$ cat src/budget_greedy_sort_select_macros.svh
// Assertion macros shared by the budget greedy select RTL.
// Included by modules that carry concurrent assertions; no other dependencies.
`ifndef BUDGET_GREEDY_SORT_SELECT_MACROS_SVH
`define BUDGET_GREEDY_SORT_SELECT_MACROS_SVH
`ifndef SYNTHESIS
`define BGSS_ASSERT_IMP(lbl, clk, rst, ante, cons) \
   lbl: assert property (@(posedge clk) disable iff (rst) (ante) |-> (cons)) \
      else $error("bgss assertion failed");
`define BGSS_ASSERT_NXT(lbl, clk, rst, ante, cons) \
   lbl: assert property (@(posedge clk) disable iff (rst) (ante) |=> (cons)) \
      else $error("bgss assertion failed");
`else
`define BGSS_ASSERT_IMP(lbl, clk, rst, ante, cons)
`define BGSS_ASSERT_NXT(lbl, clk, rst, ante, cons)
`endif
`endif

$ cat src/bgss_pkg.sv
// Types, constants and width helpers for the budget greedy select block.
// No dependencies; used by bgss_cell and budget_greedy_sort_select.
package bgss_pkg;

   localparam int MAX_ITEMS    = 8;
   localparam int COST_BITS    = 16;
   localparam int RESULT_LIMIT = 8;
   localparam int BUDGET_BITS  = 20;
   localparam int FIELD_BITS   = 16;
   localparam int IDX_BITS     = 3;
   localparam int CNT_BITS     = 4;
   localparam int FILL_BITS    = $clog2(MAX_ITEMS + 1);
   localparam int SUM_BITS     = ((BUDGET_BITS > COST_BITS) ? BUDGET_BITS : COST_BITS) + 1;

   localparam logic [BUDGET_BITS-1:0] BUDGET_INIT = BUDGET_BITS'(100);
   localparam logic [FILL_BITS-1:0]   FILL_ONE    = FILL_BITS'(1);
   localparam logic [CNT_BITS-1:0]    CNT_ONE     = CNT_BITS'(1);

   typedef struct packed {
      logic [FIELD_BITS-1:0] item_cost;
      logic [FIELD_BITS-1:0] item_volume;
      logic                  item_last;
   } req_item_type;

   typedef struct packed {
      logic [IDX_BITS-1:0]    chosen_index;
      logic [FIELD_BITS-1:0]  chosen_volume;
      logic [FIELD_BITS-1:0]  chosen_cost;
      logic [CNT_BITS-1:0]    chosen_count;
      logic [BUDGET_BITS-1:0] total_spent;
      logic                   none_chosen;
      logic                   overflow;
      logic                   result_last;
   } rsp_item_type;

   // One stored item as held by a cell of the sort chain
   typedef struct packed {
      logic [COST_BITS-1:0]  cost;
      logic [FIELD_BITS-1:0] volume;
      logic [IDX_BITS-1:0]   index;
   } entry_type;

   typedef struct packed {
      logic insert;   // place the new item, shifting larger ones up
      logic rotate;   // every cell takes its upper neighbor, top takes cell 0
   } cell_ctl_type;

   typedef enum logic [2:0] {
      ST_IDLE = 3'b001,
      ST_SCAN = 3'b010,
      ST_EMIT = 3'b100
   } state_type;

   function automatic logic [COST_BITS-1:0] to_cost(input logic [FIELD_BITS-1:0] v);
      return COST_BITS'(v);
   endfunction

   function automatic logic [FIELD_BITS-1:0] to_field(input logic [COST_BITS-1:0] v);
      return FIELD_BITS'(v);
   endfunction

   function automatic logic [IDX_BITS-1:0] to_index(input logic [FILL_BITS-1:0] v);
      return IDX_BITS'(v);
   endfunction

   function automatic logic [SUM_BITS-1:0] add_sum(input logic [BUDGET_BITS-1:0] total,
                                                   input logic [COST_BITS-1:0] cost);
      return SUM_BITS'(total) + SUM_BITS'(cost);
   endfunction

   function automatic logic fits(input logic [SUM_BITS-1:0] sum,
                                 input logic [BUDGET_BITS-1:0] budget);
      return sum <= SUM_BITS'(budget);
   endfunction

endpackage

$ cat src/bgss_cell.sv
// One cell of the insertion sort chain: holds one item, compares it to the
// arriving item and shifts or rotates with its neighbors. Uses bgss_pkg.
module bgss_cell (
   input  logic                   clock,
   input  bgss_pkg::cell_ctl_type ctl,
   input  logic                   occupied,
   input  bgss_pkg::entry_type    new_entry,
   input  bgss_pkg::entry_type    prev_entry,
   input  logic                   prev_gt,
   input  bgss_pkg::entry_type    next_entry,
   output bgss_pkg::entry_type    entry,
   output logic                   gt
);

   bgss_pkg::entry_type entry_ff;
   bgss_pkg::entry_type entry_in;

   // an empty cell counts as larger, so the item lands at the first free slot
   assign gt = !occupied || (entry_ff.cost > new_entry.cost);

   always_comb begin
      entry_in = entry_ff;
      if (ctl.rotate) begin
         entry_in = next_entry;
      end else if (ctl.insert && gt) begin
         entry_in = prev_gt ? prev_entry : new_entry;
      end
   end

   always_ff @(posedge clock) begin
      entry_ff <= entry_in;
   end

   assign entry = entry_ff;

endmodule

$ cat src/budget_greedy_sort_select.sv
// An accepted item is written into its sorted place in the cell chain; one item per cycle while loading.
// After the last item, a scan rotates the chain once through all MAX_ITEMS cells to sum costs,
// then one result per cycle leaves the output register while rsp_ready back-pressure does not hold it.
// The next set is taken once the final result of the run is in the output register.
// Reset (synchronous, active high) clears fill count, overflow flag and control; budget = 100.
// Depends on bgss_pkg, bgss_cell and the assertion macro header.
`include "budget_greedy_sort_select_macros.svh"

module budget_greedy_sort_select (
   input  logic                                clock,
   input  logic                                reset,
   input  logic                                req_valid,
   output logic                                req_ready,
   input  bgss_pkg::req_item_type              req_item,
   output logic                                rsp_valid,
   input  logic                                rsp_ready,
   output bgss_pkg::rsp_item_type              rsp_item,
   input  logic                                csr_valid,
   output logic                                csr_ready,
   input  logic [bgss_pkg::BUDGET_BITS-1:0]    csr_data
);

   bgss_pkg::state_type                  state_ff, state_in;
   logic [bgss_pkg::FILL_BITS-1:0]       fill_ff, fill_in;
   logic                                 ovf_ff, ovf_in;
   logic [bgss_pkg::BUDGET_BITS-1:0]     budget_ff;
   logic [bgss_pkg::FILL_BITS-1:0]       step_ff, step_in;
   logic                                 going_ff, going_in;
   logic [bgss_pkg::BUDGET_BITS-1:0]     total_ff, total_in;
   logic [bgss_pkg::CNT_BITS-1:0]        count_ff, count_in;
   logic [bgss_pkg::CNT_BITS-1:0]        emit_ff, emit_in;
   logic                                 rsp_valid_ff, rsp_valid_in;
   bgss_pkg::rsp_item_type               rsp_ff, rsp_in;

   bgss_pkg::cell_ctl_type               ctl;
   bgss_pkg::entry_type                  new_entry;
   bgss_pkg::entry_type                  cells [bgss_pkg::MAX_ITEMS];
   logic [bgss_pkg::MAX_ITEMS-1:0]       gt;

   logic                                 req_go;
   logic                                 full;
   logic                                 out_free;
   logic                                 emit_last;
   logic                                 take;
   logic [bgss_pkg::SUM_BITS-1:0]        sum;

   assign req_ready = (state_ff == bgss_pkg::ST_IDLE);
   assign req_go    = req_valid && req_ready;
   assign csr_ready = 1'b1;
   assign full      = (int'(fill_ff) >= bgss_pkg::MAX_ITEMS);
   assign out_free  = !rsp_valid_ff || rsp_ready;
   assign emit_last = (count_ff == '0) || ((int'(emit_ff) + 1) == int'(count_ff));

   assign new_entry.cost   = bgss_pkg::to_cost(req_item.item_cost);
   assign new_entry.volume = req_item.item_volume;
   assign new_entry.index  = bgss_pkg::to_index(fill_ff);

   // cell 0 always shows the item under test during scan and emit
   assign sum  = bgss_pkg::add_sum(total_ff, cells[0].cost);
   assign take = going_ff && (step_ff < fill_ff) &&
                 (int'(count_ff) < bgss_pkg::RESULT_LIMIT) &&
                 bgss_pkg::fits(sum, budget_ff);

   always_comb begin
      ctl.insert = req_go && !full;
      ctl.rotate = (state_ff == bgss_pkg::ST_SCAN) ||
                   ((state_ff == bgss_pkg::ST_EMIT) && out_free);
   end

   for (genvar k = 0; k < bgss_pkg::MAX_ITEMS; k++) begin : g_cell
      bgss_pkg::entry_type prev_entry;
      logic                prev_gt;
      if (k == 0) begin : g_head
         assign prev_entry = new_entry;
         assign prev_gt    = 1'b0;
      end else begin : g_body
         assign prev_entry = cells[k-1];
         assign prev_gt    = gt[k-1];
      end
      bgss_cell u_cell (
         .clock      (clock),
         .ctl        (ctl),
         .occupied   (k < int'(fill_ff)),
         .new_entry  (new_entry),
         .prev_entry (prev_entry),
         .prev_gt    (prev_gt),
         .next_entry (cells[(k + 1) % bgss_pkg::MAX_ITEMS]),
         .entry      (cells[k]),
         .gt         (gt[k])
      );
   end

   always_comb begin
      state_in     = state_ff;
      fill_in      = fill_ff;
      ovf_in       = ovf_ff;
      step_in      = step_ff;
      going_in     = going_ff;
      total_in     = total_ff;
      count_in     = count_ff;
      emit_in      = emit_ff;
      rsp_valid_in = rsp_valid_ff && !rsp_ready;
      rsp_in       = rsp_ff;
      case (state_ff)
         bgss_pkg::ST_IDLE: begin
            if (req_go) begin
               if (full) begin
                  ovf_in = 1'b1;
               end else begin
                  fill_in = fill_ff + bgss_pkg::FILL_ONE;
               end
               if (req_item.item_last) begin
                  state_in = bgss_pkg::ST_SCAN;
                  step_in  = '0;
                  going_in = 1'b1;
                  total_in = '0;
                  count_in = '0;
               end
            end
         end
         bgss_pkg::ST_SCAN: begin
            going_in = take;
            if (take) begin
               total_in = bgss_pkg::BUDGET_BITS'(sum);
               count_in = count_ff + bgss_pkg::CNT_ONE;
            end
            step_in = step_ff + bgss_pkg::FILL_ONE;
            // a full turn of the chain leaves the sorted order in place again
            if (int'(step_ff) == bgss_pkg::MAX_ITEMS - 1) begin
               state_in = bgss_pkg::ST_EMIT;
               emit_in  = '0;
            end
         end
         bgss_pkg::ST_EMIT: begin
            if (out_free) begin
               rsp_valid_in         = 1'b1;
               rsp_in.overflow      = ovf_ff;
               rsp_in.result_last   = emit_last;
               rsp_in.chosen_count  = count_ff;
               rsp_in.total_spent   = total_ff;
               if (count_ff == '0) begin
                  rsp_in.chosen_index  = '0;
                  rsp_in.chosen_volume = '0;
                  rsp_in.chosen_cost   = '0;
                  rsp_in.none_chosen   = 1'b1;
               end else begin
                  rsp_in.chosen_index  = cells[0].index;
                  rsp_in.chosen_volume = cells[0].volume;
                  rsp_in.chosen_cost   = bgss_pkg::to_field(cells[0].cost);
                  rsp_in.none_chosen   = 1'b0;
               end
               emit_in = emit_ff + bgss_pkg::CNT_ONE;
               if (emit_last) begin
                  state_in = bgss_pkg::ST_IDLE;
                  fill_in  = '0;
                  ovf_in   = 1'b0;
               end
            end
         end
         default: begin
            state_in = bgss_pkg::ST_IDLE;
         end
      endcase
   end

   always_ff @(posedge clock) begin
      if (reset) begin
         state_ff     <= bgss_pkg::ST_IDLE;
         fill_ff      <= '0;
         ovf_ff       <= 1'b0;
         budget_ff    <= bgss_pkg::BUDGET_INIT;
         rsp_valid_ff <= 1'b0;
         going_ff     <= 1'b0;
      end else begin
         state_ff     <= state_in;
         fill_ff      <= fill_in;
         ovf_ff       <= ovf_in;
         rsp_valid_ff <= rsp_valid_in;
         going_ff     <= going_in;
         if (csr_valid && csr_ready) begin
            budget_ff <= csr_data;
         end
      end
   end

   always_ff @(posedge clock) begin
      step_ff  <= step_in;
      total_ff <= total_in;
      count_ff <= count_in;
      emit_ff  <= emit_in;
      rsp_ff   <= rsp_in;
   end

   assign rsp_valid = rsp_valid_ff;
   assign rsp_item  = rsp_ff;

   `BGSS_ASSERT_IMP(a_fill_bound, clock, reset, 1'b1, int'(fill_ff) <= bgss_pkg::MAX_ITEMS)
   `BGSS_ASSERT_IMP(a_total_in_budget, clock, reset, state_ff == bgss_pkg::ST_EMIT, total_ff <= budget_ff)
   `BGSS_ASSERT_IMP(a_count_bound, clock, reset, state_ff == bgss_pkg::ST_EMIT, int'(count_ff) <= bgss_pkg::RESULT_LIMIT)
   `BGSS_ASSERT_NXT(a_run_clears, clock, reset, state_ff == bgss_pkg::ST_EMIT && out_free && emit_last, fill_ff == '0 && !ovf_ff && rsp_valid_ff && rsp_ff.result_last)

endmodule
$ cat config.mk
export PLATFORM = sky130hd
export DESIGN_NAME = budget_greedy_sort_select
export DESIGN_NICKNAME = d
export VERILOG_FILES = /design/src/bgss_pkg.sv /design/src/bgss_cell.sv /design/src/budget_greedy_sort_select.sv
export VERILOG_INCLUDE_DIRS = /design/src /design/src/src
export SDC_FILE = /design/constraint.sdc
export NUM_CORES = 1
export LEC_CHECK = 0
export BUFFER_PORTS_ARGS = -buffer_cell sky130_fd_sc_hd__buf_4
export CAP_MARGIN = 10
export CORE_ASPECT_RATIO = 0.8
export CORE_MARGIN = 3
export CORE_UTILIZATION = 62
export CTS_CLUSTER_DIAMETER = 150
export CTS_CLUSTER_SIZE = 12
export DETAILED_ROUTE_END_ITERATION = 8
export PLACE_DENSITY_LB_ADDON = 0.1
export SYNTH_ARGS = -nofsm -noshare
export SYNTH_HDL_FRONTEND = slang
export SYNTH_HIERARCHICAL = 1
export SYNTH_SLANG_ARGS = --single-unit
$ cat constraint.sdc
create_clock -name clock -period 6.8 [get_ports clock]
set_input_delay 0.68 -clock clock [delete_from_list [all_inputs] [get_ports clock]]
set_output_delay 0.68 -clock clock [all_outputs]
set_load 0.02 [all_outputs]
# Yosys cells after proc, flatten, opt, wreduce, memory -nomap -nowiden
# Cells that the tools add are included.
# totals
register_bits	404
input_bits	58
output_inout_bits	65
word_cells	194
# op_classes
addsub	6
n_lt_le_gt_ge	20
eq_ne	13
muxes	57
reduce_logical	56
# op_table
cell	count
35-bit two-way mux	23
16-bit greater-than comparator	8
20-bit two-way mux	3
20-bit case mux with 2 select lines	1
4-bit two-way mux	9
4-bit case mux with 2 select lines	4
2-bit nonzero test	11
20-bit by 16-bit adder with 21-bit output	1
21-bit by 20-bit <= comparator with 1-bit output	1
4-bit by 1-bit adder with 4-bit output, second input constant	4
3-bit by 4-bit less-than comparator with 1-bit output, first input constant	4
1-bit logical AND	15
3-bit two-way mux	5
5-bit AND reduction	3
1-bit zero test	11
1-bit logical OR	11
1-bit two-way mux	9
3-bit case mux with 3 select lines	1
1-bit by 4-bit less-than comparator with 1-bit output, first input constant	2
2-bit by 4-bit less-than comparator with 1-bit output, first input constant	2
2-bit by 1-bit inequality test with 1-bit output, second input constant	4
2-bit inequality test, second input constant	4
3-bit AND reduction	2
4-bit by 1-bit adder with 5-bit output, second input constant	1
12 further kinds	13

# Longest topological paths before layout
# depth
word_depth	6
depth_mapped	15

# Cells and area by module
# The synthesis kept the hierarchy.
# by_module_without_submodules
mod	instances	cells_per_inst	area_each_um2	seq_area_each_um2
bgss_cell	8	214	2213.4	1051.0
budget_greedy_sort_select	1	540	6317.3	3423.3

# Least setup slack after synthesis
# OpenSTA, ideal clock, no wires.
# synth_timing
path_type	reg-to-reg
from	register g_cell[0].u_cell.entry_ff, in the netlist g_cell[0].u_cell/entry[19]
to	register count_ff[0] in the netlist's numbering, enable pin
t_arrival_ns	4.441
required_ns	6.388
setup_slack_ns	1.947
stages_incl_launch_ff	16
path_buffers	0
synth_period_minus_slack_ns	4.853
path_cell_list	edfxtp_1 -> ha_1 -> fa_1 -> a211oi_2 -> nor3_2 -> nor3b_2 -> o21ai_2 -> nand3_1 -> xnor2_1 -> ha_1 -> a211o_1 -> a21oi_1 -> o21ai_0 -> a2111oi_0 -> a211oi_1 -> o2bb2ai_1
# synth_between
elab_chain_len	5
# synth_rtl
item	line_no	text
start, declared	bgss_cell.sv:15	bgss_pkg::entry_type entry_ff;
start signal, assigned	bgss_cell.sv:31	entry_ff <= entry_in;
20-bit by 16-bit adder with 21-bit output	bgss_pkg.sv:68	return SUM_BITS'(total) + SUM_BITS'(cost);
named net sum, one bit	budget_greedy_sort_select.sv:45	logic [bgss_pkg::SUM_BITS-1:0] sum;
21-bit by 20-bit <= comparator with 1-bit output	bgss_pkg.sv:73	return sum <= SUM_BITS'(budget);
1-bit logical AND	budget_greedy_sort_select.sv:61	(int'(count_ff) < bgss_pkg::RESULT_LIMIT) &&
2-bit inequality test (no source line)	n/a	
4-bit AND reduction (no source line)	n/a	
end signal, assigned	budget_greedy_sort_select.sv:189	count_ff <= count_in;
end, declared	budget_greedy_sort_select.sv:30	logic [bgss_pkg::CNT_BITS-1:0] count_ff, count_in;
# The timed path passes the listed nets, and every way through them passes these cells.
# A chain may end at the register's enable or synchronous reset.

# Final worst setup path
# layout_timing
from	register g_cell[0].u_cell.entry_ff, in the netlist g_cell[0].u_cell/entry[19]
to	register total_ff[10] in the netlist's numbering, enable pin
# layout_between
elab_chain_len	5
# layout_rtl
item	line_no	text
20-bit by 16-bit adder with 21-bit output	bgss_pkg.sv:68	
named net sum, one bit	budget_greedy_sort_select.sv:45	
21-bit by 20-bit <= comparator with 1-bit output	bgss_pkg.sv:73	
1-bit logical AND	budget_greedy_sort_select.sv:61	
2-bit inequality test (no source line)	n/a	
4-bit AND reduction (no source line)	n/a	
end signal, assigned	budget_greedy_sort_select.sv:188	total_ff <= total_in;
end, declared	budget_greedy_sort_select.sv:29	logic [bgss_pkg::BUDGET_BITS-1:0] total_ff, total_in;
# The timed path passes the listed nets, and every way through them passes these cells.

==> results.yml <==
floorplan:
  die_h_um: 182.0
  die-width_um: 226.0
  ioPinCount: 123
  design.core.area_um2: 37600
  initial_core_util_pct: 63.87
  die-area_um2: 41150
  rows: 63
min_path:
  hold_path_class: "in -> reg"
timing:
  setup_viol: 0
  fmax_ghz: 0.2071
  finalCritPeriodShare_pct: 71.02
  layout_min_cycle_time_ns: 4.829
  relSlewSlack_pct: 15.25
  fin_hold_ws_ns: 0.3610
  rsz0062_at_grt: "false"
  drv_slew: 0
  fin_skew_ns: 0.02034
  hold_violations: 0
  setup_tns_ns: 0
  tightest_slew_ns: 1.267
placement:
  hpwl_um: 43300
  post_dp_cell_area_um2: 25360
  gp_congestion: 0.9521
  portBuffers: 121
clock_tree:
  cts_buffers: 39
  post_cts_resized: 0
  post-cts-setup-buffer-count: 0
  cts_buffer_depth: 3
  htree_levels: 2
  cts_hold_buf: 0
  clk_pin_slew_worst_paths_ns: 0.06
  cts_tree: "yes"
  clk_latency_ns: 0.54
  root_buffer: "clkbuf_16"
  cts_sinks: 404
critical_path:
  slowest_stage: "o2bb2ai_2"
  critPathTopFamily: "compound AO/OA/AOI/OAI gates"
  worst_setup_path_end_kind: "flip-flop"
  cp-start-kind: "flip-flop"
  cp_data_arrival_time_ns: 5.05
  path_cells: "ha_1 -> fa_1 -> a211oi_2 -> nor3_2 -> nor3b_2 -> o21ai_2 -> nand3_1 -> xnor2_1 -> ha_1 -> a211o_1 -> a21oi_1 -> o21ai_0 -> a2111oi_0 -> a211oi_1 -> o2bb2ai_2 -> buf_4"
  crit_top_cell: "ha_1"
  critPathMaxStageDelay_ns: 0.52
  cp_data_required_time_ns: 7.03
  criticalPathCategory: "reg -> reg"
  critPathMaxFanout: 14
  crit_buf_inv: 1
global_routing:
  grt_pass1_vias: 17270
  grt-ovfl-total: 0
  grt_max_degree: 220
  grt_pass1_wl_um: 98030
  antenna_found_initial: 0
  grt.total_usage_pct: 30.75
synth:
  synth_warnings: 6
  synth.cell_area_um2: 24020
  netlist_instances: 2250
  syn_avg_cell_area_um2: 10.67
  syn-num-nets: 2482
cells_and_area:
  final_common_cell: "edfxtp_1"
  n_antenna_cell: 0
  area_growth_pct: 10.10
  fin_nets: 2557
  drive_gt1_share_pct: 11.70
  postLayoutCoreUtil_pct: 70.32
  final_area_um2: 26440
  final_cell_mix: "edfxtp_1 (374), nand2_1 (326), o21ai_0 (318), mux2i_1 (301), inv_1 (180)"
detailed_routing:
  wl_um: 63800
  vias: 17690
  post_drt_wl_per_cell_um: 22.62
  viasPerCell: 6.274
  drc: 0
  ant_nets: 0
  drt_iter0_markers: 1884
  drt_pass1_iterations: 6
power:
  p_comb_share_pct: 31.9
  p_sw_mw: 3.411
  pwr-share-clk_pct: 21.1
  internal_power_mw: 6.108
  swShare_pct: 35.84
  power.density_nw_per_um2: 360.0
  seq_power_share_pct: 47.1
  ir_drop_v: 0.0002353
  p_leak_nw: 11.64
outcome:
  status: "completed"
run:
  drv_cap: 0
stage by stage:
stage	power [mW]	cells	worst slack (ns)
after floorplan	6.340	2250	1.947
after CTS	9.486	2820	1.930
after global placement	7.317	2771	2.025
after global routing	10.05	2820	1.567
after detailed placement	7.476	2771	1.951
final	9.519	2820	1.971
worst min-delay path, stage by stage:
cell	delay [ns]
buf_4	0.07
nand2_1	0.04
o211ai_1	0.06
final cells by class:
cell class                      instances  area, um^2
Clock buffer                           48        1052
Tap cell                              487       609.3
Timing Repair Buffer                  144        1094
Clock inverter                          1       30.03
Sequential cell                       404       11830
Multi-Input combinational cell       1552       11130
Inverter                              184       695.7
Fill cell                            2758       11160
state kept, by name, summed over array words and instances, names as in the netlist, 3 cells and up:
register	flops
rsp_item	62
state_ff	3
budget_ff	20
count_ff	4
fill_ff	4
emit_ff	4
g_cell.u_cell/entry	280
total_ff	20
step_ff	4
path summary, 6_finish.rpt:
| path | from | cells past startpoint | slack [ns] | to |
|---|---|---|---|---|
| worst max-delay path | g_cell[0].u_cell/entry[19] | 16 | 1.97 | total_ff[10] |
| worst min register to register | total_ff[4] | 0 | 0.46 | rsp_item[7] |
| worst max register to register | g_cell[0].u_cell/entry[19] | 16 | 1.97 | total_ff[10] |
| worst min-delay path | csr_data[5] | 3 | 0.36 | budget_ff[5] |
power by group through the flow:
stage | combinational [mW] | sequential [mW] | clock [mW]
4_1_cts | 2.99 | 4.47 | 2.03
6_report | 3.03 | 4.48 | 2.00
3_3_place_gp | 2.84 | 4.48 | 0
3_5_place_dp | 2.97 | 4.50 | 0
2_1_floorplan | 2.06 | 4.28 | 0
5_1_grt | 3.36 | 4.57 | 2.12
per-layer routing:
metal	global-route usage, %	share of wire (%)	vias to the layer above
met2	47.53	45	785
met4	8.634	2.5	0
met5	0	0	-
met1	45.67	45	8556
li1	-	-	8239
met3	4.316	7.9	113
Note: power is estimated with default switching activity, not from simulation.
